File: src/rtl/gfpe_pkg.sv
// Shared definitions for the GF(256) erasure parity encoder.
// Field arithmetic, exponent and logarithm tables, result codes and build status.
// No dependencies.
package gfpe_pkg;

    localparam int DEF_MAX_DATA   = 64;
    localparam int DEF_MAX_PARITY = 16;

    localparam logic [7:0] GF_LOW_POLY = 8'h1d;
    localparam logic [7:0] GF_ORDER    = 8'hff;

    localparam logic       CMD_BUILD  = 1'b0;
    localparam logic       CMD_SOURCE = 1'b1;

    localparam logic [1:0] STATUS_PARITY = 2'd0;
    localparam logic [1:0] STATUS_BUILT  = 2'd1;
    localparam logic [1:0] STATUS_FAILED = 2'd2;

    typedef logic [255:0][7:0] gf_table_t;

    typedef struct packed {
        logic done;
        logic ok;
    } build_stat_t;

    function automatic logic [7:0] gf_mul(input logic [7:0] a, input logic [7:0] b);
        logic [7:0] x;
        logic [7:0] r;
        x = a;
        r = 8'h00;
        for (int n = 0; n < 8; n++) begin
            if (b[n]) begin
                r = r ^ x;
            end
            x = x[7] ? ((x << 1) ^ GF_LOW_POLY) : (x << 1);
        end
        return r;
    endfunction

    function automatic gf_table_t gen_exp();
        gf_table_t t;
        logic [7:0] r;
        r = 8'h01;
        for (int e = 0; e < 256; e++) begin
            t[e] = r;
            r = gf_mul(r, 8'h02);
        end
        return t;
    endfunction

    localparam gf_table_t GF_EXP = gen_exp();

    function automatic gf_table_t gen_log();
        gf_table_t t;
        t = '0;
        for (int e = 0; e < 255; e++) begin
            t[GF_EXP[e]] = 8'(e);
        end
        return t;
    endfunction

    localparam gf_table_t GF_LOG = gen_log();

    // Add two exponents modulo the group order.
    function automatic logic [7:0] exp_add(input logic [7:0] a, input logic [7:0] b);
        logic [8:0] s;
        s = {1'b0, a} + {1'b0, b};
        if (s >= {1'b0, GF_ORDER}) begin
            s = s - {1'b0, GF_ORDER};
        end
        return s[7:0];
    endfunction

endpackage

File: src/rtl/gfpe_parity_acc.sv
// Parity accumulators: one GF multiply-XOR per parity row, all rows at once.
// Depends on gfpe_pkg.
module gfpe_parity_acc #(
    parameter int MAX_PARITY = gfpe_pkg::DEF_MAX_PARITY
) (
    input  logic                        aclk,
    input  logic                        aresetn,
    input  logic                        clr,
    input  logic                        upd,
    input  logic [4:0]                  m,
    input  logic [MAX_PARITY*8-1:0]     gen_col,
    input  logic [7:0]                  data_byte,
    output logic [MAX_PARITY-1:0][7:0]  acc
);

    logic [MAX_PARITY-1:0][7:0] acc_reg;
    logic [MAX_PARITY-1:0][7:0] gen_w;

    assign gen_w = gen_col;

    always_ff @(posedge aclk) begin
        if (!aresetn || clr) begin
            acc_reg <= '0;
        end else if (upd) begin
            for (int i = 0; i < MAX_PARITY; i++) begin
                if (8'(i) < 8'(m)) begin
                    acc_reg[i] <= acc_reg[i] ^ gfpe_pkg::gf_mul(gen_w[i], data_byte);
                end
            end
        end
    end

    assign acc = acc_reg;

endmodule
File: config.mk
export PLATFORM = sky130hd
export DESIGN_NAME = gfpe_parity_acc
export DESIGN_NICKNAME = d
export VERILOG_FILES = /design/src/rtl/gfpe_pkg.sv /design/src/rtl/gfpe_parity_acc.sv
export SDC_FILE = /design/constraint.sdc
export NUM_CORES = 1
export LEC_CHECK = 0
export BUFFER_PORTS_ARGS = -buffer_cell sky130_fd_sc_hd__clkbuf_2
export CAP_MARGIN = 20
export CELL_PAD_IN_SITES_DETAIL_PLACEMENT = 2
export CELL_PAD_IN_SITES_GLOBAL_PLACEMENT = 2
export CORE_ASPECT_RATIO = 1.4
export CORE_UTILIZATION = 32
export DETAILED_ROUTE_END_ITERATION = 10
export PLACE_DENSITY_LB_ADDON = 0.1
export RECOVER_POWER = 100
export SYNTH_ARGS = -nofsm -noshare
export SYNTH_HDL_FRONTEND = slang
export SYNTH_SLANG_ARGS = --single-unit
File: constraint.sdc
create_clock -name aclk -period 2.1 [get_ports aclk]
set_input_delay 0.21 -clock aclk [delete_from_list [all_inputs] [get_ports aclk]]
set_output_delay 0.21 -clock aclk [all_outputs]
set_load 0.03 [all_outputs]
==> summary.txt, run 1 <==
Power and ir drop
  • Internal power: 10.96 mW
  • PwrDens: 645.5 nW/um^2
  • Psw: 8.847 mW
  • Pwr Total: 19.81 mW
  • Pleak: 12.86 nW
  • Max VDD drop: 0.0007067 V
  • Part of the power in the clock network: 0.181
  • Net Sw Frac: 0.4466
  • Comb power frac: 0.673
  • Seq pwr share: 0.147

Finish
  • Nets: 4103
  • Design area: 30690 um^2
  • Max reg flops: 128
  • Most common cell after layout, fill and taps aside: nand2_1
  • Fill count: 8884
  • Commonest non-fill, non-tap cells in the layout: nand2_1, xnor2_1, buf_4, xor2_1, clkbuf_1
  • Util after Layout: 0.4157
  • Fraction of layout cells with a size suffix above 1: 0.2093
  • Layout area overhead: 28.69%

Detailed routing
  • Routed vias: 25170
  • Via density: 5.101
  • DR DRC count: 0
  • Routed wire length: 109.3 mm
  • Antenna Violating Nets Remaining: 0
  • Detailed Route Iter0 Violations: 945
  • First drt pass iteration count: 5
  • Wirelength per Cell: 22.16 um

GRT
  • Overall Global Routing Usage: 0.2909
  • Largest net degree at the start of global routing: 84
  • Initial antenna violation count: 2
  • Vias in the first global route: 28870
  • Grt ovf: 0
  • First-pass GRT wire length: 169.1 mm

Logic synthesis
  • Mux contribution to synthesized area: 0.02177
  • Netlist Area Pre-Place: 23850 um^2
  • Post-synthesis cell count: 3320
  • Main synth FF type: dfxtp_1
  • Synth Area in Adders: 0
  • Top cells by area, synth: xnor2_1, nand2_1, xor2_1
  • Mapped Nets: 3465
  • Yosys top cell area share: 0.3092
  • Compound-gate portion of the synthesized area: 0.1017
  • Syn Area/Cell: 7.183 um^2
  • Number of library cell types mapped by synthesis: 62
  • Async set-reset flop share out of synthesis: 0
  • Yosys reg bits: 128
  • Xor/xnor cell area share of the yosys netlist: 0.5041
  • Simple-gate area share of the yosys netlist: 0.2047
  • Dominant cell type by area after synthesis: xnor2_1
  • Post-synth EDFFs: 0
  • Seq/Total Area, Yosys: 0.1075
  • Syn. warnings: 0
  • Largest family of logic cells by synthesized area: XOR/XNOR gates

Clock network
  • CTS buffer count: 17
  • CTS Buffer Depth: 2
  • CTS-repair resized insts: 0
  • CTS tree: built
  • Setup Buffers After CTS: 0
  • Clock tree sinks: 128
  • Clk root buf: clkbuf_16
  • Worst-path clk slew: 0.07 ns
  • Htree depth: 4
  • Hold-fix buffers, CTS: 0
  • Clk_lat worst skew: 0.51 ns

Worst setup path
  • Worst EP arrival: 2.42 ns
  • Critical path's slowest cell: xnor3_1
  • Crit-path cells: clkbuf_2, buf_4, xor2_1, nand2_2, xnor2_2, xnor2_1, xnor2_1, xnor3_1, or3_1, a21oi_1
  • Most used cell, CP: xnor2_1
  • Worst-path fanout max: 9
  • CP required: 2.53 ns
  • Worst path max stage delay: 0.44 ns
  • CP startpoint kind: primary input
  • WS Path Type: in -> reg
  • Critical Path End Type: flop

STA
  • Min Tclk post-route: 1.988 ns
  • Finish-stage setup viols: 0
  • Worst slew margin: 0.5060
  • Period utilisation layout: 0.9465
  • Peak Freq: 503.1 MHz
  • Final hold violations: 0
  • Worst Skew: 0 ns
  • Slew @ Worst Pin: 0.7395 ns
  • Setup TNS: 0 ns
  • RSZ-0062 raised after global routing: false
  • Slew Viols, Final: 0

Placement
  • HPWL Detailed: 87.68 mm
  • Cell Area, Placed: 30410 um^2
  • PortBufs: 272
  • GPL Wtd Cong: 0.8952

Floorplanning
  • Die height: 325.0 um
  • I/O pin count: 273
  • Row count: 118
  • Core ar.: 73820 um^2
  • Initial Util: 0.3231
  • Die span in x: 232.7 um
  • Die Area: 75640 um^2

Worst hold path
  • Worst hold path type: in -> reg

Flow run
  • Maxcap violations: 0

Outcome
  • Status: completed
-- kinds of logic after synthesis --
family | Yosys count
multiplexers | 51
XOR/XNOR | 1249
flip-flops | 128
AND/OR/NAND/NOR | 1182
buffers and inverters | 297
AO/OA/AOI/OAI | 413
-- layout make-up --
| type | count | area (um^2) | share of cell area |
|---|---|---|---|
| inverter | 12 | 45.04 | 0.001468 |
| timing repair buffer | 904 | 6374 | 0.2077 |
| multi-input combinational | 2895 | 19870 | 0.6473 |
| sequential | 128 | 2562 | 0.08350 |
| clock buffer | 19 | 452.9 | 0.01476 |
| tap | 960 | 1201 | 0.03914 |
| antenna | 2 | 5.005 | 0.0001631 |
| clock inverter | 13 | 183.9 | 0.005993 |
-- power by group through the flow --
stage	Clock [mW]	Combinational (mW)	Sequential, mW
3_3_place_gp	0	12.9	2.94
3_5_place_dp	0	13.5	2.97
6_report	3.58	13.3	2.90
5_1_grt	3.76	14.3	2.94
2_1_floorplan	0	8.55	3.41
4_1_cts	3.71	13.6	2.91
-- worst paths after layout --
| path | cells past startpoint | slack [ns] | startpoint | end |
|---|---|---|---|---|
| worst max-delay path | 10 | 0.11 | gen_col[31] | acc[28] |
| worst min-delay path | 4 | 0.10 | aresetn | acc[7] |
| worst max register to register | 2 | 1.10 | acc[7] | acc[7] |
| worst min register to register | 2 | 0.48 | acc[3] | acc[3] |
-- per-layer routing --
| layer | vias to the layer above | GRT usage | wire length [um] |
|---|---|---|---|
| met4 | 0 | 0.1051 | 3344 |
| met2 | 414 | 0.5551 | 59010 |
| met5 | - | 0 | 0 |
| li1 | 11790 | - | - |
| met1 | 12800 | 0.3269 | 44570 |
| met3 | 161 | 0.02840 | 2371 |
-- Yosys cell counts (6+ instances only) --
library cell and instances:
nand2_1 884, xnor2_1 842, xor2_1 321, o21ai_0 151
a21oi_1 140, buf_2 136, dfxtp_1 128, nor2_1 114
or3_1 96, clkbuf_1 74, a22oi_1 47, xnor3_1 45
mux2i_1 44, nand2b_1 38, buf_1 37, buf_4 32
a32oi_1 13, xnor2_2 12, xor3_1 12, xor2_2 11
nand3_1 10, inv_1 9, nor2b_1 9, nor3_1 8
mux2_2 7, o22ai_1 7, a21o_1 6, a222oi_1 6
and2_1 6, or2_2 6
-- through the flow --
step                      cells  hold WS (ns)  worst slack [ns]
after global routing       4933        0.1307           0.03260
after floorplan            3320        0.4058          -0.01481
after global placement     4899        0.4569           -0.2853
final                      4933        0.1023            0.1124
after CTS                  4931       0.07373            0.1282
after detailed placement   4899        0.4738           -0.4308
-- worst max-delay path: cells and delay by family --
kind	cells	cell delay, ns
AO/OA/AOI/OAI	1	0.16
XOR/XNOR	5	1.22
AND/OR/NAND/NOR	2	0.43
buffers and inverters	2	0.40
Note: power is estimated with default switching activity, not from simulation.
==> run 2: changes to the inputs <==
Settings changed: CTS_BUF_LIST from default to sky130_fd_sc_hd__clkbuf_4.
==> run 2 against run 1 <==
  * Die area stayed put
  * Fmax is 1.2% lower
  * Critical path depth is 4 lower
  * Clock skew stayed put
  * Worst hold slack better by 0.013 ns
  * Sequential cell count stayed put
  * Sequential power hardly changed
  * Worst setup slack worse by 0.025 ns
==> summary.txt, run 2 (same netlist as run 1, synthesis figures left out) <==
Outcome
  • Status: completed

GRT
  • Initial antenna violation count: 4
  • Largest net degree at the start of global routing: 84
  • Grt ovf: 0
  • Overall Global Routing Usage: 0.2892
  • Vias in the first global route: 28870
  • First-pass GRT wire length: 168.2 mm

Worst setup path
  • Critical Path End Type: flop
  • Buf/Inv on CP: 4
  • Worst-path fanout max: 83
  • Worst path max stage delay: 0.90 ns
  • Most used cell, CP: dlygate4sd3_1
  • WS Path Type: in -> reg
  • CP required: 2.72 ns
  • CP delay by family, top: buffers and inverters
  • Worst EP arrival: 2.63 ns
  • CP startpoint kind: primary input
  • Crit-path cells: dlygate4sd3_1, clkbuf_2, nand2b_4, dlygate4sd3_1, buf_4, a21oi_1
  • Critical path's slowest cell: buf_4

Placement
  • HPWL Detailed: 87.68 mm
  • Pre-CTS setup slack: -0.4308 ns
  • Cell Area, Placed: 30410 um^2
  • Post-Place Cells: 4899
  • PortBufs: 272
  • GPL Wtd Cong: 0.8952

Detailed routing
  • DR DRC count: 0
  • Detailed Route Iter0 Violations: 923
  • Wirelength per Cell: 22.01 um
  • Routed vias: 25110
  • Routed wire length: 108.8 mm
  • First drt pass iteration count: 4
  • Antenna Violating Nets Remaining: 0
  • Via density: 5.083

Finish
  • Most common cell after layout, fill and taps aside: nand2_1
  • Design area: 30550 um^2
  • Fraction of layout cells with a size suffix above 1: 0.2133
  • Commonest non-fill, non-tap cells in the layout: nand2_1, xnor2_1, buf_4, xor2_1, o21ai_0
  • Util after Layout: 0.4138
  • Layout area overhead: 28.11%
  • Max reg flops: 128
  • Nets: 4107
  • Layout Cells excl Fill: 4940
  • Fill count: 8911

Clock network
  • Clk root buf: clkbuf_4
  • CTS tree: built
  • Clk_lat worst skew: 0.78 ns
  • Clock tree sinks: 128
  • CTS buffer count: 17
  • CTS Buffer Depth: 2
  • Worst-path clk slew: 0.17 ns
  • Htree depth: 4

Power and ir drop
  • Net Sw Frac: 0.4671
  • Psw: 8.687 mW
  • Part of the power in the clock network: 0.125
  • Seq pwr share: 0.156
  • Internal power: 9.912 mW
  • PwrDens: 608.8 nW/um^2
  • Comb power frac: 0.719
  • Max VDD drop: 0.0003804 V
  • Pwr Total: 18.60 mW
  • Pleak: 12.82 nW

Floorplanning
  • Die span in x: 232.7 um
  • Die Area: 75640 um^2
  • Initial Util: 0.3231
  • Row count: 118
  • Core ar.: 73820 um^2
  • Die height: 325.0 um
  • I/O pin count: 273

Flow run
  • Maxcap violations: 0

STA
  • Setup TNS: 0 ns
  • Worst slew margin: 0.1938
  • Hold WS: 0.1149 ns
  • Period utilisation layout: 0.9582
  • Final setup margin: 0.08788 ns
  • Worst Skew: 0 ns
  • Peak Freq: 497.0 MHz
  • Final hold violations: 0
  • Slew Viols, Final: 0
  • Slew @ Worst Pin: 1.209 ns
  • Min Tclk post-route: 2.012 ns
  • Finish-stage setup viols: 0
  • RSZ-0062 raised after global routing: false

Worst hold path
  • Worst hold path type: in -> reg
==> run 2: cell types whose count changed in the layout (fill, tap and decap cells not counted), moves of 3 or more <==
cell,previous run,this run
buf_4,553,583
clkbuf_16,17,0
clkbuf_1,157,141
clkbuf_4,5,17
clkbuf_2,142,134
dlygate4sd3_1,0,4
diode_2,2,5
xnor2_1,842,839
xnor2_2,12,15
==> run 2: power groups by stage <==
| stage | sequential, mW | combinational (mW) | clock, mW |
|---|---|---|---|
| finish | 2.90 | 13.4 | 2.32 |
| global route | 2.94 | 14.4 | 2.48 |
| CTS | 2.91 | 13.6 | 2.44 |
| detailed placement | 2.97 | 13.5 | 0 |
| global placement | 2.94 | 12.9 | 0 |
| floorplan | 3.41 | 8.55 | 0 |
==> run 2: path summary, 6_finish.rpt <==
check | from | end | slack, ns | depth (start not counted)
worst max register to register | acc[7] | acc[7] | 0.53 | 3
worst max-delay path | clr | acc[37] | 0.09 | 6
worst min-delay path | m[0] | acc[68] | 0.11 | 5
worst min register to register | acc[112] | acc[112] | 0.49 | 2
==> run 2: layout make-up <==
cell class | instances | area (um^2) | area share
Tap cell | 960 | 1201 | 0.03932
Clock buffer | 17 | 127.6 | 0.004177
Clock inverter | 15 | 191.4 | 0.006266
Sequential cell | 128 | 2562 | 0.08388
Timing Repair Buffer | 908 | 6511 | 0.2131
Multi-Input combinational cell | 2895 | 19900 | 0.6513
Inverter | 12 | 45.04 | 0.001474
Antenna cell | 5 | 12.51 | 0.0004096
==> run 2: worst reg2reg max path, delay by kind of cell (launching register included) <==
family                 cells  cell delay, ns
AND/OR/NAND/NOR            2            0.62
buffers and inverters      1            0.54
flip-flops                 1            0.37
==> run 2: per-layer routing <==
| metal | up-vias | share of wire | global-route usage |
|---|---|---|---|
| met5 | - | 0 | 0 |
| met4 | 0 | 0.033 | 0.1074 |
| met3 | 162 | 0.022 | 0.02761 |
| met2 | 403 | 0.54 | 0.5518 |
| met1 | 12740 | 0.41 | 0.3242 |
| li1 | 11800 | - | - |
==> run 2: repair_timing <==
item | CTS | global route
buffers inserted | 0 | 0
gates resized for setup | 0 | 1
endpoints found under the setup margin | 0 | 1
endpoints found under the hold margin | 45 | 0
hold buffers | 4 | 0
